<file path="config.mk">
export PLATFORM = sky130hd
export DESIGN_NAME = battery_percent_interpolator_core
export DESIGN_NICKNAME = d
export VERILOG_FILES = /design/src/design/bpi_pkg.sv /design/src/design/bpi_div_step.sv /design/src/design/battery_percent_interpolator_core.sv
export SDC_FILE = /design/constraint.sdc
export NUM_CORES = 2
export LEC_CHECK = 0
export BUFFER_PORTS_ARGS = -buffer_cell sky130_fd_sc_hd__buf_2
export CAP_MARGIN = 20
export CORE_ASPECT_RATIO = 1.4
export CORE_UTILIZATION = 50
export CTS_BUF_LIST = sky130_fd_sc_hd__clkbuf_8
export CTS_CLUSTER_DIAMETER = 200
export DETAILED_ROUTE_END_ITERATION = 16
export PLACE_DENSITY = 0.68
export SYNTH_ARGS = -nofsm -noshare
export SYNTH_HDL_FRONTEND = slang
export SYNTH_HIERARCHICAL = 1
export SYNTH_SLANG_ARGS = --single-unit
</file>
<file path="constraint.sdc">
create_clock -name clk -period 4.57 [get_ports clk]
set_clock_uncertainty 0.1 [all_clocks]
set_input_delay 0.2285 -clock clk [delete_from_list [all_inputs] [get_ports clk]]
set_output_delay 0.2285 -clock clk [all_outputs]
set_load 0.005 [all_outputs]
</file>
<file path="src/design/bpi_pkg.sv">
`default_nettype none

package bpi_pkg;

    localparam int MV_BITS_DEF  = 16;
    localparam int NUM_POINTS   = 8;
    localparam int SEG_BITS     = 3;
    localparam int PCT_BITS     = 7;
    localparam int CFG_IDX_BITS = 4;
    localparam int OUT_BITS     = 8;

    localparam int unsigned RESET_MV [NUM_POINTS] =
        '{4200, 4100, 3900, 3750, 3700, 3550, 3450, 3000};
    localparam int unsigned RESET_PCT [NUM_POINTS] =
        '{100, 90, 75, 50, 25, 10, 5, 0};

endpackage

`default_nettype wire

</file>
<file path="src/design/bpi_div_step.sv">
`default_nettype none

module bpi_div_step
    import bpi_pkg::*;
#(
    parameter int MV_BITS = MV_BITS_DEF,
    parameter int SHIFT   = 0
)
(
    input  wire logic                        clk,
    input  wire logic                        rst_n,
    input  wire logic                        in_valid,
    output logic                             in_ready,
    input  wire logic [MV_BITS+PCT_BITS-1:0] in_rem,
    input  wire logic [MV_BITS-1:0]          in_den,
    input  wire logic [PCT_BITS-1:0]         in_q,
    input  wire logic                        in_neg,
    input  wire logic [PCT_BITS-1:0]         in_pct,
    output logic                             out_valid,
    input  wire logic                        out_ready,
    output logic [MV_BITS+PCT_BITS-1:0]      out_rem,
    output logic [MV_BITS-1:0]               out_den,
    output logic [PCT_BITS-1:0]              out_q,
    output logic                             out_neg,
    output logic [PCT_BITS-1:0]              out_pct
);

    localparam int RW = MV_BITS + PCT_BITS;

    logic          valid_reg;
    logic [RW-1:0] rem_reg, rem_next;
    logic [MV_BITS-1:0]  den_reg;
    logic [PCT_BITS-1:0] q_reg, q_next;
    logic          neg_reg;
    logic [PCT_BITS-1:0] pct_reg;
    logic [RW-1:0] den_sh;

    assign in_ready = !valid_reg || out_ready;

    // one restoring step: quotient bit SHIFT
    always_comb
    begin
        den_sh   = RW'(in_den) << SHIFT;
        rem_next = in_rem;
        q_next   = in_q;
        if (in_rem >= den_sh)
        begin
            rem_next     = in_rem - den_sh;
            q_next[SHIFT] = 1'b1;
        end
    end

    always_ff @(posedge clk or negedge rst_n)
    begin
        if (!rst_n)
        begin
            valid_reg <= 1'b0;
        end
        else if (in_ready)
        begin
            valid_reg <= in_valid;
        end
    end

    always_ff @(posedge clk)
    begin
        if (in_ready && in_valid)
        begin
            rem_reg <= rem_next;
            den_reg <= in_den;
            q_reg   <= q_next;
            neg_reg <= in_neg;
            pct_reg <= in_pct;
        end
    end

    assign out_valid = valid_reg;
    assign out_rem   = rem_reg;
    assign out_den   = den_reg;
    assign out_q     = q_reg;
    assign out_neg   = neg_reg;
    assign out_pct   = pct_reg;

endmodule

`default_nettype wire

</file>
<file path="src/design/battery_percent_interpolator_core.sv">
`default_nettype none

// Maps a battery voltage (s_tdata, millivolts) to a charge percentage
// (m_tdata) by linear interpolation between eight breakpoints held in
// registers written through the cfg port (index 0..7; millivolts in the
// low MV_BITS bits, percent in the 7 bits above; other indexes ignored).
// One item is accepted per cycle unless m_tready holds the pipeline back;
// its stages are segment search, operand select, multiply, seven restoring
// divider stages (one quotient bit each) and the final add. Breakpoints
// must only be written while no item is in flight.
module battery_percent_interpolator_core
    import bpi_pkg::*;
#(
    parameter int MV_BITS = MV_BITS_DEF,
    localparam int IN_W = ((MV_BITS + 7) / 8) * 8
)
(
    input  wire logic                        clk,
    input  wire logic                        rst_n,
    input  wire logic                        s_tvalid,
    output logic                             s_tready,
    input  wire logic [IN_W-1:0]             s_tdata,   // millivolts
    output logic                             m_tvalid,
    input  wire logic                        m_tready,
    output logic [OUT_BITS-1:0]              m_tdata,   // percent
    input  wire logic                        cfg_valid,
    output logic                             cfg_ready,
    input  wire logic [CFG_IDX_BITS-1:0]     cfg_index,
    input  wire logic [MV_BITS+PCT_BITS-1:0] cfg_data
);

    localparam int RW = MV_BITS + PCT_BITS;

    // breakpoint registers
    logic [MV_BITS-1:0]  bp_mv_reg  [NUM_POINTS];
    logic [PCT_BITS-1:0] bp_pct_reg [NUM_POINTS];

    assign cfg_ready = 1'b1;

    always_ff @(posedge clk or negedge rst_n)
    begin
        if (!rst_n)
        begin
            for (int i = 0; i < NUM_POINTS; i++)
            begin
                bp_mv_reg[i]  <= MV_BITS'(RESET_MV[i]);
                bp_pct_reg[i] <= PCT_BITS'(RESET_PCT[i]);
            end
        end
        else if (cfg_valid && cfg_index < CFG_IDX_BITS'(NUM_POINTS))
        begin
            bp_mv_reg[cfg_index[SEG_BITS-1:0]]  <= cfg_data[MV_BITS-1:0];
            bp_pct_reg[cfg_index[SEG_BITS-1:0]] <= cfg_data[RW-1:MV_BITS];
        end
    end

    // stage A: segment search
    logic                a_valid_reg, a_ready;
    logic [MV_BITS-1:0]  a_mv_reg;
    logic [SEG_BITS-1:0] a_seg_reg, a_seg_next;
    logic                a_fixed_reg, a_fixed_next;
    logic [PCT_BITS-1:0] a_fpct_reg, a_fpct_next;
    logic [MV_BITS-1:0]  mv_in;
    logic                found;

    assign mv_in = s_tdata[MV_BITS-1:0];

    always_comb
    begin
        found      = 1'b0;
        a_seg_next = '0;
        for (int i = NUM_POINTS - 2; i >= 0; i--)
        begin
            if (mv_in <= bp_mv_reg[i] && mv_in > bp_mv_reg[i+1])
            begin
                found      = 1'b1;
                a_seg_next = SEG_BITS'(i);
            end
        end
        a_fixed_next = 1'b1;
        a_fpct_next  = '0;
        if (mv_in >= bp_mv_reg[0])
        begin
            a_fpct_next = bp_pct_reg[0];
        end
        else if (mv_in <= bp_mv_reg[NUM_POINTS-1])
        begin
            a_fpct_next = bp_pct_reg[NUM_POINTS-1];
        end
        else if (found)
        begin
            a_fixed_next = 1'b0;
        end
    end

    // stage B: operand select
    logic                b_valid_reg, b_ready;
    logic [MV_BITS-1:0]  b_num_reg, b_num_next;
    logic [MV_BITS-1:0]  b_den_reg, b_den_next;
    logic [PCT_BITS-1:0] b_mag_reg, b_mag_next;
    logic                b_neg_reg, b_neg_next;
    logic [PCT_BITS-1:0] b_pct_reg, b_pct_next;
    logic [PCT_BITS:0]   dpct;
    logic [SEG_BITS-1:0] seg_lo;

    assign s_tready = a_ready;
    assign a_ready  = !a_valid_reg || b_ready;

    always_ff @(posedge clk or negedge rst_n)
    begin
        if (!rst_n)
        begin
            a_valid_reg <= 1'b0;
        end
        else if (a_ready)
        begin
            a_valid_reg <= s_tvalid;
        end
    end

    always_ff @(posedge clk)
    begin
        if (a_ready && s_tvalid)
        begin
            a_mv_reg    <= mv_in;
            a_seg_reg   <= a_seg_next;
            a_fixed_reg <= a_fixed_next;
            a_fpct_reg  <= a_fpct_next;
        end
    end

    always_comb
    begin
        seg_lo     = a_seg_reg + SEG_BITS'(1);
        dpct       = {1'b0, bp_pct_reg[a_seg_reg]} - {1'b0, bp_pct_reg[seg_lo]};
        b_neg_next = dpct[PCT_BITS];
        b_mag_next = b_neg_next ? PCT_BITS'(-dpct) : dpct[PCT_BITS-1:0];
        b_num_next = a_mv_reg - bp_mv_reg[seg_lo];
        b_den_next = bp_mv_reg[a_seg_reg] - bp_mv_reg[seg_lo];
        b_pct_next = bp_pct_reg[seg_lo];
        if (a_fixed_reg)
        begin
            // zero numerator, unit divisor: result is the fixed percent
            b_neg_next = 1'b0;
            b_mag_next = '0;
            b_num_next = '0;
            b_den_next = MV_BITS'(1);
            b_pct_next = a_fpct_reg;
        end
    end

    // stage C: multiply
    logic                c_valid_reg, c_ready;
    logic [RW-1:0]       c_rem_reg;
    logic [MV_BITS-1:0]  c_den_reg;
    logic                c_neg_reg;
    logic [PCT_BITS-1:0] c_pct_reg;

    assign b_ready = !b_valid_reg || c_ready;

    always_ff @(posedge clk or negedge rst_n)
    begin
        if (!rst_n)
        begin
            b_valid_reg <= 1'b0;
        end
        else if (b_ready)
        begin
            b_valid_reg <= a_valid_reg;
        end
    end

    always_ff @(posedge clk)
    begin
        if (b_ready && a_valid_reg)
        begin
            b_num_reg <= b_num_next;
            b_den_reg <= b_den_next;
            b_mag_reg <= b_mag_next;
            b_neg_reg <= b_neg_next;
            b_pct_reg <= b_pct_next;
        end
    end

    // divider chain
    logic                d_valid [PCT_BITS+1];
    logic                d_ready [PCT_BITS+1];
    logic [RW-1:0]       d_rem   [PCT_BITS+1];
    logic [MV_BITS-1:0]  d_den   [PCT_BITS+1];
    logic [PCT_BITS-1:0] d_q     [PCT_BITS+1];
    logic                d_neg   [PCT_BITS+1];
    logic [PCT_BITS-1:0] d_pct   [PCT_BITS+1];

    assign c_ready = !c_valid_reg || d_ready[0];

    always_ff @(posedge clk or negedge rst_n)
    begin
        if (!rst_n)
        begin
            c_valid_reg <= 1'b0;
        end
        else if (c_ready)
        begin
            c_valid_reg <= b_valid_reg;
        end
    end

    always_ff @(posedge clk)
    begin
        if (c_ready && b_valid_reg)
        begin
            c_rem_reg <= RW'(b_num_reg) * RW'(b_mag_reg);
            c_den_reg <= b_den_reg;
            c_neg_reg <= b_neg_reg;
            c_pct_reg <= b_pct_reg;
        end
    end

    assign d_valid[0] = c_valid_reg;
    assign d_rem[0]   = c_rem_reg;
    assign d_den[0]   = c_den_reg;
    assign d_q[0]     = '0;
    assign d_neg[0]   = c_neg_reg;
    assign d_pct[0]   = c_pct_reg;

    for (genvar k = 0; k < PCT_BITS; k++)
    begin : g_div
        bpi_div_step #(
            .MV_BITS (MV_BITS),
            .SHIFT   (PCT_BITS - 1 - k)
        ) u_step (
            .clk       (clk),
            .rst_n     (rst_n),
            .in_valid  (d_valid[k]),
            .in_ready  (d_ready[k]),
            .in_rem    (d_rem[k]),
            .in_den    (d_den[k]),
            .in_q      (d_q[k]),
            .in_neg    (d_neg[k]),
            .in_pct    (d_pct[k]),
            .out_valid (d_valid[k+1]),
            .out_ready (d_ready[k+1]),
            .out_rem   (d_rem[k+1]),
            .out_den   (d_den[k+1]),
            .out_q     (d_q[k+1]),
            .out_neg   (d_neg[k+1]),
            .out_pct   (d_pct[k+1])
        );
    end

    // stage E: apply quotient, output register
    logic                e_valid_reg;
    logic [PCT_BITS-1:0] e_pct_reg, e_pct_next;

    assign d_ready[PCT_BITS] = !e_valid_reg || m_tready;

    always_comb
    begin
        if (d_neg[PCT_BITS])
        begin
            e_pct_next = d_pct[PCT_BITS] - d_q[PCT_BITS];
        end
        else
        begin
            e_pct_next = d_pct[PCT_BITS] + d_q[PCT_BITS];
        end
    end

    always_ff @(posedge clk or negedge rst_n)
    begin
        if (!rst_n)
        begin
            e_valid_reg <= 1'b0;
        end
        else if (d_ready[PCT_BITS])
        begin
            e_valid_reg <= d_valid[PCT_BITS];
        end
    end

    always_ff @(posedge clk)
    begin
        if (d_ready[PCT_BITS] && d_valid[PCT_BITS])
        begin
            e_pct_reg <= e_pct_next;
        end
    end

    assign m_tvalid = e_valid_reg;
    assign m_tdata  = OUT_BITS'(e_pct_reg);

endmodule

`default_nettype wire
</file>
==> metrics.txt <==
I/O pin total=between 50 and 60; violations in the final reports=setup timing; r2r endpoint=c_rem_reg[20]$_DFFE_PP_; crit path max fanout=4; core area=a little over 80000 sq um; critical path class=reg -> reg; Total Wirelength=96300 um; CTS Buf Count=103; max FFs per register=138; Synth Instances=3464; Hold WS=122 ps; CTS tree=done; initial antenna violation count=1; IO buf count=56; worst min path class=in -> reg; DRC violations left=0; setup_tns=-1030 ps; Worst R2R Path Depth=17; worst slack at placement=-379 ps; number of cell rows=~120; Worst VDD drop=between 0.6 and 0.7 mV; CP Capture Type=register; Syn Std Cell Area=40800 sq um; die width=243 um; share of layout cells above drive strength 1=0.208; post-route ant nets=0; Worst slew margin=0.303; hold path cells=6; Leak Pwr=19.4 nW; max cap viols=0; drt initial violations=1247; Reg-to-Reg Start=b_mag_reg[1]$_SDFFCE_PP0P_; overall routing resource usage=0.235; Final setup viols=6; NumNets Final=around 4200; CP Data Arrival Time=5190 ps; First-pass DRT Iterations=7; vias in the first global route=approximately 29000; setup ws final=-213 ps; routed via count=between 20000 and 30000; area grow syn2layout=12.7%; period utilization=1.05; Post-DP HPWL=approximately 73000 um; Worst EP required=~5000 ps; die area=about 83000 sq um; Clock Tree Buf Depth=3; DR vias/cell=approximately 5.6; Max Freq=209 MHz; Finished Cell Area=46000 sq um; Area after DPL=about 43000 sq um; final hold vios=0; Power Density=between 800 and 900 nW/um^2; Die Y=roughly 340 um; drt wl/cell=slightly below 20 um; Reg clk slew, reported paths=70 ps; CTS HTree Levels=3; FF-to-FF setup slack=-210 ps; fin util=0.570; final worst path period need=between 4000 and 5000 ps; Slew Limit Fails=0; clk sinks=approximately 660; clk_lat worst skew=approximately 770 ps; first-pass GRT wire length=~150000 um; total gr overflow=0; crit path launch type=register; YS warnings=6; RSZ-0062 raised after global routing=yes; Syn Area/Cell=around 12 sq um; CTS Root Cell=clkbuf_8; slew at the pin with the worst max-slew slack=1050 ps; status=finished, violations left; Crit. Startpoint=b_mag_reg[1]$_SDFFCE_PP0P_; total power=37.9 mW; Post-Place Cells=between 4000 and 5000; crit path to=c_rem_reg[20]$_DFFE_PP_; largest net degree at the start of global routing=between 90 and 100; fin cells=roughly 4900; Final GP Congestion=about 0.94; initial cell density of the core=0.506
-- power by group --
group	internal (mW)	switching (mW)	total, mW	leakage (nW)
logic	10.2	12.0	22.2	11.4
registers	9.46	1.15	10.6	6.80
clock network	2.63	2.42	5.05	1.24
total	22.3	15.5	37.9	19.4
-- cell type report --
cell class                      instances  area (sq um)
Sequential cell                       662         19000
Timing Repair Buffer                  242          1930
Clock buffer                          115          1580
Fill cell                            6762         34700
Tap cell                             1062          1330
Inverter                              365          1370
Antenna cell                            1          2.50
Multi-Input combinational cell       2336         20200
Clock inverter                         77           531
-- worst min path at each step --
| stage | startpoint | endpoint | slack, ps |
|---|---|---|---|
| after floorplan | rst_n | a_valid_reg$_DFFE_PN0N_ | -170 |
| after global placement | rst_n | bp_pct_reg[44]$_DFFE_PN0P_ | 260 |
| after detailed placement | rst_n | bp_pct_reg[37]$_DFFE_PN0P_ | 260 |
| after CTS | cfg_valid | bp_mv_reg[66]$_DFFE_PN1P_ | 50 |
| after global routing | s_tdata[0] | a_mv_reg[0]$_DFFE_PP_ | 130 |
| final | cfg_valid | bp_mv_reg[66]$_DFFE_PN1P_ | 120 |
-- layout by cell type, fill, tap and decap left out, types with 14 or more instances in the layout --
| master | instances |
|---|---|
| o21ai_1 | 15 |
| a21oi_1 | 160 |
| and2_1 | 75 |
| nor2_1 | 131 |
| ha_1 | 317 |
| a31oi_1 | 15 |
| o21a_1 | 38 |
| nand2_1 | 238 |
| fa_1 | 77 |
| a21o_1 | 84 |
| nor3_1 | 40 |
| nand4_1 | 49 |
| xor2_1 | 59 |
| nor2b_1 | 34 |
| dlygate4sd3_1 | 48 |
| mux2i_1 | 39 |
| buf_6 | 16 |
| dfrtp_1 | 122 |
| buf_4 | 117 |
| inv_1 | 400 |
| o21bai_1 | 14 |
| xnor2_1 | 85 |
| dfstp_2 | 73 |
| mux2_2 | 167 |
| buf_2 | 55 |
| a211oi_1 | 19 |
| nand2b_1 | 52 |
| o211ai_1 | 18 |
| clkbuf_8 | 116 |
| nand3_1 | 42 |
| mux4_2 | 92 |
| o21ai_0 | 191 |
| edfxtp_1 | 467 |
-- worst max-delay path, cell delays in order, from the launching register on --
cell,delay (ps)
edfxtp_1,440
buf_6,150
and2_4,130
fa_1,590
fa_2,460
fa_1,480
inv_1,50
fa_1,490
inv_2,40
ha_4,200
a21o_1,170
a211oi_2,200
o21bai_1,110
or3_4,360
o21a_1,190
a21oi_2,160
o21ai_1,100
xor2_1,150
-- metal layers --
metal / wire [um] / track usage
met1: 32900 / 0.222
met2: 53100 / 0.458
met3: 3170 / 0.0318
met4: 7170 / 0.167
met5: 0 / 0
-- repair_timing --
item,in CTS,in global routing
hold buffers,48,0
endpoints found under the setup margin,10,19
pin swaps,34,43
gates cloned,0,1
hold endpoints to repair,305,0
buffers inserted,11,11
gates resized for setup,32,37
Note: power is estimated with default switching activity, not from simulation.
